## src/rtl/core/thick_line_rasterizer_core_assert.svh

```systemverilog
// Assertion macros shared by the thick line rasterizer modules.
`ifndef THICK_LINE_RASTERIZER_CORE_ASSERT_SVH
`define THICK_LINE_RASTERIZER_CORE_ASSERT_SVH

// Same-cycle implication, checked on every rising edge outside reset.
`define TLR_ASSERT_HOLDS(lbl, ante, cons) \
  lbl: assert property (@(posedge clk) disable iff (rst) (ante) |-> (cons)) \
    else $error("rasterizer check failed");

// Next-cycle implication, checked on every rising edge outside reset.
`define TLR_ASSERT_NEXT(lbl, ante, cons) \
  lbl: assert property (@(posedge clk) disable iff (rst) (ante) |=> (cons)) \
    else $error("rasterizer sequencing check failed");

`endif

```

## src/rtl/core/tlr_pkg.sv

```systemverilog
// Shared types, widths and codes of the thick line rasterizer.
package tlr_pkg;

  // Fixed field widths.
  localparam int COORD_BITS     = 16;
  localparam int INK_BITS       = 32;
  localparam int WEIGHT_BITS    = 4;
  localparam int OUT_COORD_BITS = 12;
  localparam int DIM_REG_BITS   = 13;

  // Internal widths: current point, pen pixel and error term.
  localparam int CUR_BITS = COORD_BITS + 1;
  localparam int PIX_BITS = CUR_BITS + 1;
  localparam int ERR_BITS = COORD_BITS + 4;

  // Default values of the top-level parameters.
  localparam int DEF_MAX_WEIGHT = 8;
  localparam int DEF_MAX_DIM    = 4096;

  // Configuration port.
  localparam int APB_ADDR_BITS = 3;
  localparam int APB_DATA_BITS = 32;
  localparam logic REG_CANVAS_WIDTH  = 1'b0;
  localparam logic REG_CANVAS_HEIGHT = 1'b1;
  localparam int RST_CANVAS_WIDTH  = 1024;
  localparam int RST_CANVAS_HEIGHT = 768;

  // Opcodes.
  localparam logic OP_START = 1'b0;
  localparam logic OP_STEP  = 1'b1;

  // Input word.
  typedef struct packed {
    logic                          opcode;
    logic signed [COORD_BITS-1:0]  first_x;
    logic signed [COORD_BITS-1:0]  first_y;
    logic signed [COORD_BITS-1:0]  second_x;
    logic signed [COORD_BITS-1:0]  second_y;
    logic [INK_BITS-1:0]           ink;
    logic [WEIGHT_BITS-1:0]        pen_weight;
  } req_t;

  // Output word.
  typedef struct packed {
    logic [OUT_COORD_BITS-1:0] pixel_x;
    logic [OUT_COORD_BITS-1:0] pixel_y;
    logic [INK_BITS-1:0]       pixel_ink;
    logic                      write_enable;
    logic                      last_of_point;
    logic                      line_done;
  } pix_t;

  // Commands from the controller to the datapath.
  typedef struct packed {
    logic load_in;
    logic diff;
    logic abs_dx;
    logic major;
    logic load;
    logic advance;
    logic pen_init;
    logic emit;
    logic emit_null;
  } cmd_t;

  // Status from the datapath to the controller.
  typedef struct packed {
    logic line_active;
    logic pen_end;
    logic out_free;
  } sts_t;

endpackage

```

## src/rtl/core/tlr_cfg.sv

```systemverilog
// Canvas size registers with their APB-style access port.
module tlr_cfg import tlr_pkg::*; #(
  parameter int MAX_DIM  = DEF_MAX_DIM,
  parameter int EXT_BITS = $clog2(MAX_DIM + 1)
) (
  input  logic                     clk,
  input  logic                     rst,
  input  logic                     psel,
  input  logic                     penable,
  input  logic                     pwrite,
  input  logic [APB_ADDR_BITS-1:0] paddr,
  input  logic [APB_DATA_BITS-1:0] pwdata,
  output logic [APB_DATA_BITS-1:0] prdata,
  output logic                     pready,
  output logic [EXT_BITS-1:0]      ext_w,
  output logic [EXT_BITS-1:0]      ext_h
);

  localparam logic [EXT_BITS-1:0] EXT_MAX = EXT_BITS'(MAX_DIM);
  localparam logic [EXT_BITS-1:0] EXT_W_RST =
    EXT_BITS'((RST_CANVAS_WIDTH > MAX_DIM) ? MAX_DIM : RST_CANVAS_WIDTH);
  localparam logic [EXT_BITS-1:0] EXT_H_RST =
    EXT_BITS'((RST_CANVAS_HEIGHT > MAX_DIM) ? MAX_DIM : RST_CANVAS_HEIGHT);

  logic [DIM_REG_BITS-1:0] canvas_width;
  logic [DIM_REG_BITS-1:0] canvas_height;
  logic [DIM_REG_BITS-1:0] wr_value;
  logic [EXT_BITS-1:0]     wr_extent;
  logic                    wr_en;
  logic                    reg_index;

  assign pready    = 1'b1;
  assign reg_index = paddr[APB_ADDR_BITS-1];
  assign wr_en     = psel && penable && pwrite && pready;
  assign wr_value  = pwdata[DIM_REG_BITS-1:0];

  // The usable extent saturates at the largest supported canvas.
  assign wr_extent = (int'(wr_value) > MAX_DIM) ? EXT_MAX : EXT_BITS'(wr_value);

  // Register writes keep both the raw value and its saturated extent.
  always_ff @(posedge clk) begin
    if (rst) begin
      canvas_width  <= DIM_REG_BITS'(RST_CANVAS_WIDTH);
      canvas_height <= DIM_REG_BITS'(RST_CANVAS_HEIGHT);
      ext_w         <= EXT_W_RST;
      ext_h         <= EXT_H_RST;
    end else if (wr_en) begin
      if (reg_index == REG_CANVAS_WIDTH) begin
        canvas_width <= wr_value;
        ext_w        <= wr_extent;
      end else begin
        canvas_height <= wr_value;
        ext_h         <= wr_extent;
      end
    end
  end

  // Read data returns the register as written.
  assign prdata = (reg_index == REG_CANVAS_HEIGHT) ? APB_DATA_BITS'(canvas_height)
                                                   : APB_DATA_BITS'(canvas_width);

endmodule

```

## src/rtl/core/tlr_ctrl.sv

```systemverilog
// Sequencing state machine of the thick line rasterizer.
`include "thick_line_rasterizer_core_assert.svh"
module tlr_ctrl import tlr_pkg::*; (
  input  logic clk,
  input  logic rst,
  input  logic req_valid,
  output logic req_stall,
  input  req_t req,
  input  sts_t sts,
  output cmd_t cmd
);

  localparam logic [3:0] S_IDLE    = 4'd0;
  localparam logic [3:0] S_DIFF    = 4'd1;
  localparam logic [3:0] S_ABS     = 4'd2;
  localparam logic [3:0] S_MAJOR   = 4'd3;
  localparam logic [3:0] S_LOAD    = 4'd4;
  localparam logic [3:0] S_ADVANCE = 4'd5;
  localparam logic [3:0] S_PEN     = 4'd6;
  localparam logic [3:0] S_EMIT    = 4'd7;
  localparam logic [3:0] S_NULL    = 4'd8;

  logic [3:0] state;
  logic [3:0] state_next;

  // A new word is taken only between items.
  assign req_stall = (state != S_IDLE);

  // Next state and datapath commands.
  always_comb begin
    state_next = state;
    cmd        = '0;
    case (state)
      S_IDLE: begin
        if (req_valid) begin
          if (req.opcode == OP_START) begin
            cmd.load_in = 1'b1;
            state_next  = S_DIFF;
          end else if (sts.line_active) begin
            state_next = S_ADVANCE;
          end else begin
            state_next = S_NULL;
          end
        end
      end
      S_DIFF: begin
        cmd.diff   = 1'b1;
        state_next = S_ABS;
      end
      S_ABS: begin
        cmd.abs_dx = 1'b1;
        state_next = S_MAJOR;
      end
      S_MAJOR: begin
        cmd.major  = 1'b1;
        state_next = S_LOAD;
      end
      S_LOAD: begin
        cmd.load   = 1'b1;
        state_next = S_PEN;
      end
      S_ADVANCE: begin
        cmd.advance = 1'b1;
        state_next  = S_PEN;
      end
      S_PEN: begin
        cmd.pen_init = 1'b1;
        state_next   = S_EMIT;
      end
      S_EMIT: begin
        if (sts.out_free) begin
          cmd.emit = 1'b1;
          if (sts.pen_end) begin
            state_next = S_IDLE;
          end
        end
      end
      S_NULL: begin
        if (sts.out_free) begin
          cmd.emit_null = 1'b1;
          state_next    = S_IDLE;
        end
      end
      default: begin
        state_next = S_IDLE;
      end
    endcase
  end

  // State register.
  always_ff @(posedge clk) begin
    if (rst) begin
      state <= S_IDLE;
    end else begin
      state <= state_next;
    end
  end

  `TLR_ASSERT_HOLDS(a_emit_has_room, cmd.emit || cmd.emit_null, sts.out_free)
  `TLR_ASSERT_NEXT(a_start_enters_setup, state == S_IDLE && req_valid && req.opcode == OP_START, state == S_DIFF)

endmodule

```

## src/rtl/core/tlr_datapath.sv

```systemverilog
// Line setup, Bresenham stepping, pen sweep, clipping and output register.
`include "thick_line_rasterizer_core_assert.svh"
module tlr_datapath import tlr_pkg::*; #(
  parameter int MAX_WEIGHT = DEF_MAX_WEIGHT,
  parameter int MAX_DIM    = DEF_MAX_DIM,
  parameter int EXT_BITS   = $clog2(MAX_DIM + 1),
  parameter int PEN_BITS   = (MAX_WEIGHT > 1) ? $clog2(MAX_WEIGHT) : 1
) (
  input  logic                clk,
  input  logic                rst,
  input  req_t                req,
  input  cmd_t                cmd,
  output sts_t                sts,
  input  logic [EXT_BITS-1:0] ext_w,
  input  logic [EXT_BITS-1:0] ext_h,
  output logic                pix_valid,
  input  logic                pix_stall,
  output pix_t                pix
);

  localparam logic [WEIGHT_BITS-1:0] WMAX = WEIGHT_BITS'(MAX_WEIGHT);
  localparam logic [WEIGHT_BITS-1:0] WONE = WEIGHT_BITS'(1);

  // Setup registers.
  logic [CUR_BITS-1:0] a_x, a_y, b_x, b_y;
  logic [CUR_BITS-1:0] d_x, d_y;
  logic [CUR_BITS-1:0] maj_len, min_len;

  // Line state.
  logic [CUR_BITS-1:0] cur_x, cur_y;
  logic [ERR_BITS-1:0] error_term, minor_increment, both_increment;
  logic [CUR_BITS-1:0] steps_left;
  logic                x_major, x_step_negative, line_active;
  logic [INK_BITS-1:0] held_ink;
  logic [PEN_BITS-1:0] pen_half, pen_last;

  // Pen sweep.
  logic [PIX_BITS-1:0] pen_x0, pen_x, pen_y;
  logic [PEN_BITS-1:0] col, row;

  // Combinational helpers.
  logic                   swap;
  logic [WEIGHT_BITS-1:0] wgt, half4, last4;
  logic [CUR_BITS-1:0]    fx, fy, sx, sy;
  logic [ERR_BITS-1:0]    maj_e, min2, maj2;
  logic [CUR_BITS-1:0]    x_inc;
  logic                   on_canvas;
  logic                   out_free;
  pix_t                   pix_next;

  // Endpoints sign-extended and ordered by y.
  assign fx   = {req.first_x[COORD_BITS-1], req.first_x};
  assign fy   = {req.first_y[COORD_BITS-1], req.first_y};
  assign sx   = {req.second_x[COORD_BITS-1], req.second_x};
  assign sy   = {req.second_y[COORD_BITS-1], req.second_y};
  assign swap = $signed(req.first_y) > $signed(req.second_y);

  // Weight zero is one, weights beyond the maximum saturate.
  assign wgt   = (req.pen_weight == '0) ? WONE :
                 ((req.pen_weight > WMAX) ? WMAX : req.pen_weight);
  assign half4 = wgt >> 1;
  assign last4 = (half4 == '0) ? '0 : ((half4 << 1) - WONE);

  // Accept a start word.
  always_ff @(posedge clk) begin
    if (cmd.load_in) begin
      a_x      <= swap ? sx : fx;
      a_y      <= swap ? sy : fy;
      b_x      <= swap ? fx : sx;
      b_y      <= swap ? fy : sy;
      held_ink <= req.ink;
      pen_half <= PEN_BITS'(half4);
      pen_last <= PEN_BITS'(last4);
    end
  end

  // Differences, absolute dx and major axis selection, one per cycle.
  always_ff @(posedge clk) begin
    if (cmd.diff) begin
      d_x <= b_x - a_x;
      d_y <= b_y - a_y;
    end else if (cmd.abs_dx) begin
      x_step_negative <= d_x[CUR_BITS-1] || (d_x == '0);
      d_x             <= d_x[CUR_BITS-1] ? (~d_x + CUR_BITS'(1)) : d_x;
    end
    if (cmd.major) begin
      x_major <= d_x > d_y;
      maj_len <= (d_x > d_y) ? d_x : d_y;
      min_len <= (d_x > d_y) ? d_y : d_x;
    end
  end

  assign maj_e = ERR_BITS'(maj_len);
  assign maj2  = maj_e << 1;
  assign min2  = ERR_BITS'(min_len) << 1;
  assign x_inc = x_step_negative ? '1 : CUR_BITS'(1);

  // Line load and one Bresenham step.
  always_ff @(posedge clk) begin
    if (rst) begin
      line_active <= 1'b0;
    end else if (cmd.load) begin
      line_active <= (maj_len != '0);
    end else if (cmd.advance) begin
      line_active <= (steps_left != CUR_BITS'(1));
    end
  end

  always_ff @(posedge clk) begin
    if (cmd.load) begin
      minor_increment <= min2;
      both_increment  <= min2 - maj2;
      error_term      <= min2 - maj_e;
      steps_left      <= maj_len;
      cur_x           <= a_x;
      cur_y           <= a_y;
    end else if (cmd.advance) begin
      steps_left <= steps_left - CUR_BITS'(1);
      error_term <= error_term + (error_term[ERR_BITS-1] ? minor_increment
                                                         : both_increment);
      if (x_major) begin
        cur_x <= cur_x + x_inc;
        if (!error_term[ERR_BITS-1]) begin
          cur_y <= cur_y + CUR_BITS'(1);
        end
      end else begin
        cur_y <= cur_y + CUR_BITS'(1);
        if (!error_term[ERR_BITS-1]) begin
          cur_x <= cur_x + x_inc;
        end
      end
    end
  end

  // Pen square sweep, row by row, left to right.
  always_ff @(posedge clk) begin
    if (cmd.pen_init) begin
      pen_x0 <= {cur_x[CUR_BITS-1], cur_x} - PIX_BITS'(pen_half);
      pen_x  <= {cur_x[CUR_BITS-1], cur_x} - PIX_BITS'(pen_half);
      pen_y  <= {cur_y[CUR_BITS-1], cur_y} - PIX_BITS'(pen_half);
      col    <= '0;
      row    <= '0;
    end else if (cmd.emit) begin
      if (col == pen_last) begin
        col   <= '0;
        row   <= row + PEN_BITS'(1);
        pen_x <= pen_x0;
        pen_y <= pen_y + PIX_BITS'(1);
      end else begin
        col   <= col + PEN_BITS'(1);
        pen_x <= pen_x + PIX_BITS'(1);
      end
    end
  end

  // Clipping against the canvas.
  assign on_canvas = !pen_x[PIX_BITS-1] && (pen_x < PIX_BITS'(ext_w)) &&
                     !pen_y[PIX_BITS-1] && (pen_y < PIX_BITS'(ext_h));

  // Next output word.
  always_comb begin
    pix_next = '0;
    if (cmd.emit) begin
      pix_next.pixel_x       = on_canvas ? pen_x[OUT_COORD_BITS-1:0] : '0;
      pix_next.pixel_y       = on_canvas ? pen_y[OUT_COORD_BITS-1:0] : '0;
      pix_next.pixel_ink     = held_ink;
      pix_next.write_enable  = on_canvas;
      pix_next.last_of_point = sts.pen_end;
      pix_next.line_done     = !line_active;
    end else begin
      pix_next.last_of_point = 1'b1;
      pix_next.line_done     = 1'b1;
    end
  end

  // Output register.
  assign out_free = !pix_valid || !pix_stall;

  always_ff @(posedge clk) begin
    if (rst) begin
      pix_valid <= 1'b0;
    end else if (cmd.emit || cmd.emit_null) begin
      pix_valid <= 1'b1;
    end else if (!pix_stall) begin
      pix_valid <= 1'b0;
    end
  end

  always_ff @(posedge clk) begin
    if (cmd.emit || cmd.emit_null) begin
      pix <= pix_next;
    end
  end

  // Status to the controller.
  always_comb begin
    sts.line_active = line_active;
    sts.pen_end     = (col == pen_last) && (row == pen_last);
    sts.out_free    = out_free;
  end

  `TLR_ASSERT_HOLDS(a_clipped_is_zero, pix_valid && !pix.write_enable, pix.pixel_x == '0 && pix.pixel_y == '0)
  `TLR_ASSERT_HOLDS(a_line_ends_on_update, $fell(line_active), $past(cmd.advance) || $past(cmd.load))

endmodule

```

## src/rtl/core/thick_line_rasterizer_core.sv

```systemverilog
// Top level of the thick line rasterizer: configuration, controller and datapath.
//
// Bresenham line engine with a square pen and canvas clipping. A start word
// (opcode 0) takes the endpoints, ink and pen weight and emits the pen pixels
// of the first point; each step word (opcode 1) advances one major-axis step
// and emits the pen pixels of the new point. A pen of weight 1 is one pixel,
// a weight w above 1 is a square of 2*floor(w/2) pixels on a side, so one
// point gives P = 1 or P = (2*floor(w/2))^2 output words, row by row. The
// single output register writes one pixel word per clock while pix_stall does
// not hold it. Setup of a start word walks difference, absolute value, major
// axis and load through one register stage each, and a step word with no
// active line gives a single word. The next input word is taken as soon as
// the last pixel word of a point sits in the output register. Canvas registers
// lie at byte addresses 0 (width) and 4 (height); the user must write them
// only while the block is idle, and the block itself does not enforce this.
// Pixels off the canvas (negative, or at or beyond its extent) come out with
// write_enable clear and zero coordinates.
module thick_line_rasterizer_core import tlr_pkg::*; #(
  parameter int MAX_WEIGHT = DEF_MAX_WEIGHT,
  parameter int MAX_DIM    = DEF_MAX_DIM
) (
  input  logic                     clk,
  input  logic                     rst,
  input  logic                     req_valid,
  output logic                     req_stall,
  input  req_t                     req,
  output logic                     pix_valid,
  input  logic                     pix_stall,
  output pix_t                     pix,
  input  logic                     psel,
  input  logic                     penable,
  input  logic                     pwrite,
  input  logic [APB_ADDR_BITS-1:0] paddr,
  input  logic [APB_DATA_BITS-1:0] pwdata,
  output logic [APB_DATA_BITS-1:0] prdata,
  output logic                     pready
);

  localparam int EXT_BITS = $clog2(MAX_DIM + 1);
  localparam int PEN_BITS = (MAX_WEIGHT > 1) ? $clog2(MAX_WEIGHT) : 1;

  logic [EXT_BITS-1:0] ext_w;
  logic [EXT_BITS-1:0] ext_h;
  cmd_t                cmd;
  sts_t                sts;

  // Canvas registers.
  tlr_cfg #(
    .MAX_DIM  (MAX_DIM),
    .EXT_BITS (EXT_BITS)
  ) u_cfg (
    .clk     (clk),
    .rst     (rst),
    .psel    (psel),
    .penable (penable),
    .pwrite  (pwrite),
    .paddr   (paddr),
    .pwdata  (pwdata),
    .prdata  (prdata),
    .pready  (pready),
    .ext_w   (ext_w),
    .ext_h   (ext_h)
  );

  // Sequencer.
  tlr_ctrl u_ctrl (
    .clk       (clk),
    .rst       (rst),
    .req_valid (req_valid),
    .req_stall (req_stall),
    .req       (req),
    .sts       (sts),
    .cmd       (cmd)
  );

  // Arithmetic and output register.
  tlr_datapath #(
    .MAX_WEIGHT (MAX_WEIGHT),
    .MAX_DIM    (MAX_DIM),
    .EXT_BITS   (EXT_BITS),
    .PEN_BITS   (PEN_BITS)
  ) u_datapath (
    .clk       (clk),
    .rst       (rst),
    .req       (req),
    .cmd       (cmd),
    .sts       (sts),
    .ext_w     (ext_w),
    .ext_h     (ext_h),
    .pix_valid (pix_valid),
    .pix_stall (pix_stall),
    .pix       (pix)
  );

endmodule
```

## config.mk

```make
export PLATFORM = sky130hd
export DESIGN_NAME = thick_line_rasterizer_core
export DESIGN_NICKNAME = d
export VERILOG_FILES = /design/src/rtl/core/tlr_pkg.sv /design/src/rtl/core/tlr_cfg.sv /design/src/rtl/core/tlr_ctrl.sv /design/src/rtl/core/tlr_datapath.sv /design/src/rtl/core/thick_line_rasterizer_core.sv
export VERILOG_INCLUDE_DIRS = /design/src /design/src/rtl/core
export SDC_FILE = /design/constraint.sdc
export NUM_CORES = 1
export LEC_CHECK = 0
export BUFFER_PORTS_ARGS = -buffer_cell sky130_fd_sc_hd__buf_2
export CAP_MARGIN = 10
export CORE_ASPECT_RATIO = 0.5
export CORE_MARGIN = 1.5
export CORE_UTILIZATION = 50
export DETAILED_ROUTE_END_ITERATION = 16
export GPL_TIMING_DRIVEN = 0
export HOLD_SLACK_MARGIN = 0.12
export PLACE_DENSITY = 0.69
export SLEW_MARGIN = 40
export SYNTH_ARGS = -nofsm -noshare
export SYNTH_HDL_FRONTEND = slang
export SYNTH_HIERARCHICAL = 1
export SYNTH_SLANG_ARGS = --single-unit
```

## constraint.sdc

```tcl
create_clock -name clk -period 10.7 [get_ports clk]
set_input_delay 0 -clock clk [delete_from_list [all_inputs] [get_ports clk]]
set_output_delay 0 -clock clk [all_outputs]
set_load 0.02 [all_outputs]
```

# Yosys cells after proc, flatten, opt, wreduce, memory -nomap -nowiden

Index checks and enable logic that the tools add are counted.

Equal/unequal tests: 18
Add/sub/neg operators: 16
Multiplexer cells: 57
Reductions and logical operators: 36
$lt $le $gt $ge: 6
Bitwise logic cells: 3

Operators with widths:

| operator                                                              | count |
|---|---|
| 17-bit two-way mux                                                    | 20 |
| 18-bit two-way mux                                                    | 6 |
| 20-bit two-way mux                                                    | 3 |
| 18-bit by 1-bit adder with 18-bit output, second input constant       | 2 |
| 18-bit by 13-bit < comparator with 1-bit output                       | 2 |
| 17-bit by 4-bit subtractor with 18-bit output                         | 2 |
| 17-bit by 1-bit adder with 17-bit output, second input constant       | 2 |
| 17-bit subtractor                                                     | 2 |
| 4-bit two-way mux                                                     | 8 |
| 4-bit one-hot mux with 8 select lines                                 | 1 |
| 13-bit two-way mux                                                    | 2 |
| 20-bit adder                                                          | 1 |
| 18-bit by 17-bit subtractor with 19-bit output                        | 1 |
| 18-bit by 18-bit subtractor with 19-bit output                        | 1 |
| 2-bit AND reduction                                                   | 9 |
| 17-bit adder                                                          | 1 |
| 17-bit greater-than comparator                                        | 1 |
| 17-bit zero test                                                      | 1 |
| 17-bit by 1-bit != test with 1-bit output, second input constant      | 1 |
| 17-bit NOT                                                            | 1 |
| 17-bit nonzero test                                                   | 1 |
| 17-bit by 1-bit subtractor with 17-bit output, second input constant  | 1 |
| 4-bit by 3-bit equality test with 1-bit output, second input constant | 4 |
| 16-bit greater-than comparator                                        | 1 |
| 22 further kinds                                                      | 62 |

Register bits: 461
Output and inout port bits: 94
Word-level logic and storage cells: 174

# Depth between registers and ports, before layout

Depth in word-level cells: 6
Mapped depth: 12
Mapped depth without buffers: 11

# Modules after synthesis

The synthesis kept the hierarchy.

Modules (own cells, without submodules):

| module       | cells each | times used | area each (µm²) |
|---|---|---|---|
| tlr_datapath | 2,331      | 1          | 24,320.8 |
| tlr_cfg      | 257        | 1          | 2,208.4 |
| tlr_ctrl     | 45         | 1          | 332.8 |

# Least setup slack after synthesis

OpenSTA, ideal clock, no wires.

Path kind: register to register
From: register u_ctrl.state[3]
To: register u_datapath.a_x[0], enable pin
Path buffers: 1
Path slack: 1.781 ns
Library setup time: 0.709 ns
Clock period less this slack: 8.919 ns
Arrival: 8.210 ns
Stages on the path, launching flop included: 5
Cell sequence: dfxtp_1 buf_2 nor2_2 nand2_1 nor3b_1

RTL lines:

| item                   | line               | text |
|---|---|---|
| start, declared        | tlr_ctrl.sv:23     | `logic [3:0] state;` |
| start signal, assigned | tlr_ctrl.sv:95     | `state <= state_next;` |
| end signal, assigned   | tlr_datapath.sv:67 | `a_x <= swap ? sx : fx;` |
| end, declared          | tlr_datapath.sv:25 | `logic [CUR_BITS-1:0] a_x, a_y, b_x, b_y;` |

# Worst setup path after layout

From: register u_datapath.error_term[19]
To: register u_datapath.error_term[18], data pin

Cells in the longest elaborated chain, start to end: 4

Ends and longest elaborated chain:

| item                   | line                | text |
|---|---|---|
| start, declared        | tlr_datapath.sv:31  | `logic [ERR_BITS-1:0] error_term, minor_increment, both_increment;` |
| start signal, assigned | tlr_datapath.sv:113 | `error_term <= min2 - maj_e;` |
| start signal, assigned | tlr_datapath.sv:119 | `error_term <= error_term + (error_term[ERR_BITS-1] ? minor_increment` |
| 20-bit two-way mux     | tlr_datapath.sv:119 |  |
| 20-bit adder           | tlr_datapath.sv:119 |  |
| 20-bit two-way mux     | tlr_datapath.sv:117 | `end else if (cmd.advance) begin` |
| 20-bit two-way mux     | tlr_datapath.sv:110 | `if (cmd.load) begin` |

No other way between the ends. The select of a mux whose other input is x is not followed.
A chain may end at the register's enable or synchronous reset.

==> metrics.md <==
| Metric | Value |
|---|---|
| Normalized max-slew margin | `45.4%` |
| Worst setup EP type | `register` |
| Hold path endpoint | `u_datapath/held_ink[26]$_DFFE_PP_` |
| Pleak | `0.0127 uW` |
| Post-Syn Area | `0.0269 mm^2` |
| Clk root buf | `clkbuf_16` |
| Die X | `331 um` |
| Rows | `59` |
| Hold-fix buffers, CTS | `159` |
| Slowest CP cell | `buf_1` |
| Drt total wl | `68,100 um` |
| Seq/Total Area, Yosys | `48.4%` |
| Seq cells post-synth | `454` |
| H-tree depth | `2` |
| Power, Total | `4910 uW` |
| Mapped Cells | `2,633` |
| Gr ovfl total | `0` |
| Post-route setup TNS | `0 ns` |
| Initial antenna violation count | `0` |
| Status | `finished, final reports clean` |
| Post-synth top area cell | `edfxtp_1` |
| # IOs | `237` |
| Max Slew Vio Count | `0` |
| CTS clock-pin slew for the worst setup and hold paths | `0.07 ns` |
| Worst VDD drop | `0.0966 mV` |
| Mean post-synth cell area | `10.2 um^2` |
| Fin area | `0.0320 mm^2` |
| Clock sink count | `454` |
| Share of the synthesized area in the top cell type | `43.6%` |
| Setup-violating endpoint count in the final report | `0` |
| Die Area | `0.0552 mm^2` |
| Final hold vios | `0` |
| DRC violation total after the first TritonRoute iteration | `1,762` |
| Crit-path max cell delay | `0.49 ns` |
| Setup bufs post-CTS | `0` |
| Vias in the first global route | `20,500` |
| Worst R2R End | `u_datapath/error_term[18]$_DFFE_PP_` |
| Pwr dens | `153 mW/mm^2` |
| CTS tree | `built` |
| Fraction of layout cells with a size suffix above 1 | `13.5%` |
| Worst hold stages | `2` |
| Multi-input logic area | `0.0127 mm^2` |
| Inserted Clock Buffers | `43` |
| Core area | `0.0525 mm^2` |
| Nets | `3,394` |
| Primary FF master, synth | `edfxtp_1` |
| Number of max-cap violations | `0` |
| Worst hold path class | `input port to register` |
| Crit-path cells | `buf_1 > mux2_2 > ha_1 > a211oi_1 > o211ai_1 > a41oi_1 > o21ai_0 > o31ai_1 > o21ai_0 > xnor2_1 > o21ai_0` |
| Reg2reg path depth | `11` |
| Final Util | `61.1%` |
| Final ANT Viol Nets | `0` |
| # diodes | `0` |
| TritonRoute pass-1 iters | `6` |
| Drt wl/cell | `17.9 um` |
| Hold Crit Start | `req[30]` |
| Tmin final | `4.04 ns` |
| Required @ worst endpoint | `10.99 ns` |
| Max clock buf depth | `3` |
| First-pass GRT wire length | `107,000 um` |
| Worst r2r src | `u_datapath/error_term[19]$_DFFE_PP_` |
| Largest net degree at the start of global routing | `39` |
| Worst-Margin Slew | `0.813 ns` |
| R2R Setup Slk | `6.66 ns` |
| Syn. warnings | `6` |
| Fmax | `248 MHz` |
| Area after DPL | `0.0290 mm^2` |
| Number of synthesized flops with an enable pin | `390` |
| WP data arrival | `4.32 ns` |
| CP Launch Type | `register` |
| Initial Util | `51.2%` |
| FF/Latch Area | `0.0130 mm^2` |
| Die extent in y | `167 um` |
| Final Cycle Share | `37.7%` |
| Gpl congestion | `0.871` |
| Remaining DRCs | `0` |
| Fill cell count | `4,266` |
| Via density | `5.57` |
| Post-synth ARST share | `0%` |
| RSZ-0062 raised after global routing | `false` |
| Distinct cells, synth | `81` |
| Port buffer count | `193` |
| Gr usage total | `24.3%` |
| Via count | `21,200` |
| Clk_lat worst skew | `0.56 ns` |
| Crit path kind | `register to register` |
| Most frequent CP cell | `o21ai_0` |
| P&R area growth vs syn | `19.3%` |
| Skew final | `0.0145 ns` |
| Resized Gates After CTS | `0` |
| Hpwl dp | `50,300 um` |
| Area contributors post-synth | `edfxtp_1 44%, ha_1 7.9%, dfxtp_1 4.8%` |
| CP Max Fanout | `10` |
[registers in the layout, indices dropped and copies added, names as in the netlist, 18 cells and up]
signal / cells
u_datapath/both_increment: 18
u_datapath/error_term: 19
u_datapath/pen_x: 18
u_datapath/pen_y: 18
u_datapath/held_ink: 32
u_datapath/pen_x0: 18
u_datapath/pix: 59
[layout make-up]
cell class,count,area share [%]
clock inverters,22,0.797
well taps,701,2.74
multi-input cells,1881,39.5
repair buffers,377,8.56
flip-flops and latches,454,40.5
inverters,192,2.26
clock buffers,57,3.71
plain buffers,124,1.87
[cell usage in the layout (no fill, tap or decap), types with 62 or more instances in the layout]
master	netlist	routed
dfxtp_1	64	64
clkbuf_1	73	82
nand2_1	242	242
xor2_1	62	62
ha_1	170	170
a21oi_1	144	144
xnor2_1	109	109
nor2b_1	82	82
edfxtp_1	390	390
inv_1	192	191
o21ai_0	155	155
nor2_1	191	190
dlygate4sd3_1	0	159
buf_2	14	217
a22oi_1	64	64
nor3_1	85	82
[per-stage QoR]
step / setup slack (ns) / hold slack (ns) / instances
2_1_floorplan: 1.78 / 0.0691 / 2651
3_3_place_gp: -1.50 / 0.176 / 3545
3_5_place_dp: 6.65 / 0.178 / 3570
4_1_cts: 6.67 / 0.125 / 3808
5_1_grt: 6.34 / 0.136 / 3808
6_report: 6.66 / 0.140 / 3808
[cells by family after synthesis]
family	after synthesis	share of synthesized area, %
AOI/OAI and AO/OA	594	14.3
xor gates and xnor gates	171	5.58
adders and majority gates	178	8.51
buffers and inverters	316	4.91
DFF	454	48.4
muxes	63	2.58
other	2	0.0280
and+or+nand+nor	855	15.7
[critical path, delay by kind of cell, from the launching register on]
kind                       cells  cell delay [ns]
buffers and inverters          1             0.49
muxes                          1             0.44
adders and majority gates      1             0.29
xor gates and xnor gates       1             0.15
DFF                            1             0.48
AOI/OAI and AO/OA              7             1.91
[cell usage after synthesis (15+ instances only)]
| master | count |
|---|---|
| xor2_1 | 62 |
| o21a_1 | 16 |
| buf_4 | 23 |
| nand2_1 | 242 |
| dfxtp_1 | 64 |
| a21o_1 | 47 |
| ha_1 | 170 |
| and2_1 | 38 |
| clkbuf_1 | 73 |
| a22oi_1 | 64 |
| nor2b_1 | 82 |
| nor2_1 | 191 |
| or3_1 | 15 |
| o21ai_0 | 155 |
| nand4_1 | 20 |
| edfxtp_1 | 390 |
| nor3_1 | 85 |
| a21oi_1 | 144 |
| nor4_1 | 15 |
| nand3_1 | 50 |
| mux2_2 | 49 |
| inv_1 | 192 |
| xnor2_1 | 109 |
| nand2b_1 | 32 |
| a211oi_1 | 54 |
| and3_1 | 29 |
[layer usage]
| metal | share of wire, % | track usage [%] |
|---|---|---|
| met1 | 45 | 33.3 |
| met2 | 46 | 39.7 |
| met3 | 7.4 | 4.97 |
| met4 | 2.1 | 5.78 |
| met5 | 0 | 0 |
[how the worst max path moves through the flow]
stage | start | to | slack, ns | depth (start not counted)
5_1_grt | u_datapath/error_term[19]$_DFFE_PP_ | u_datapath/error_term[18]$_DFFE_PP_ | 6.34 | 11
4_1_cts | u_datapath/error_term[19]$_DFFE_PP_ | u_datapath/error_term[18]$_DFFE_PP_ | 6.67 | 11
3_5_place_dp | u_datapath/error_term[19]$_DFFE_PP_ | u_datapath/error_term[18]$_DFFE_PP_ | 6.65 | 11
2_1_floorplan | u_ctrl/state[3]$_SDFFE_PP0P_ | u_datapath/a_x[0]$_DFFE_PP_ | 1.78 | 4
3_3_place_gp | u_ctrl/state[3]$_SDFFE_PP0P_ | u_datapath/b_y[8]$_DFFE_PP_ | -1.50 | 4
6_report | u_datapath/error_term[19]$_DFFE_PP_ | u_datapath/error_term[18]$_DFFE_PP_ | 6.66 | 11
[power breakdown]
group          internal, uW  switching, uW  leakage [uW]  total, uW
clock network           909            683      0.000707       1590
logic                   466            629       0.00784       1100
registers              2120            102       0.00416       2230
total                  3500           1410        0.0127       4910
Note: power is estimated with default switching activity, not from simulation.
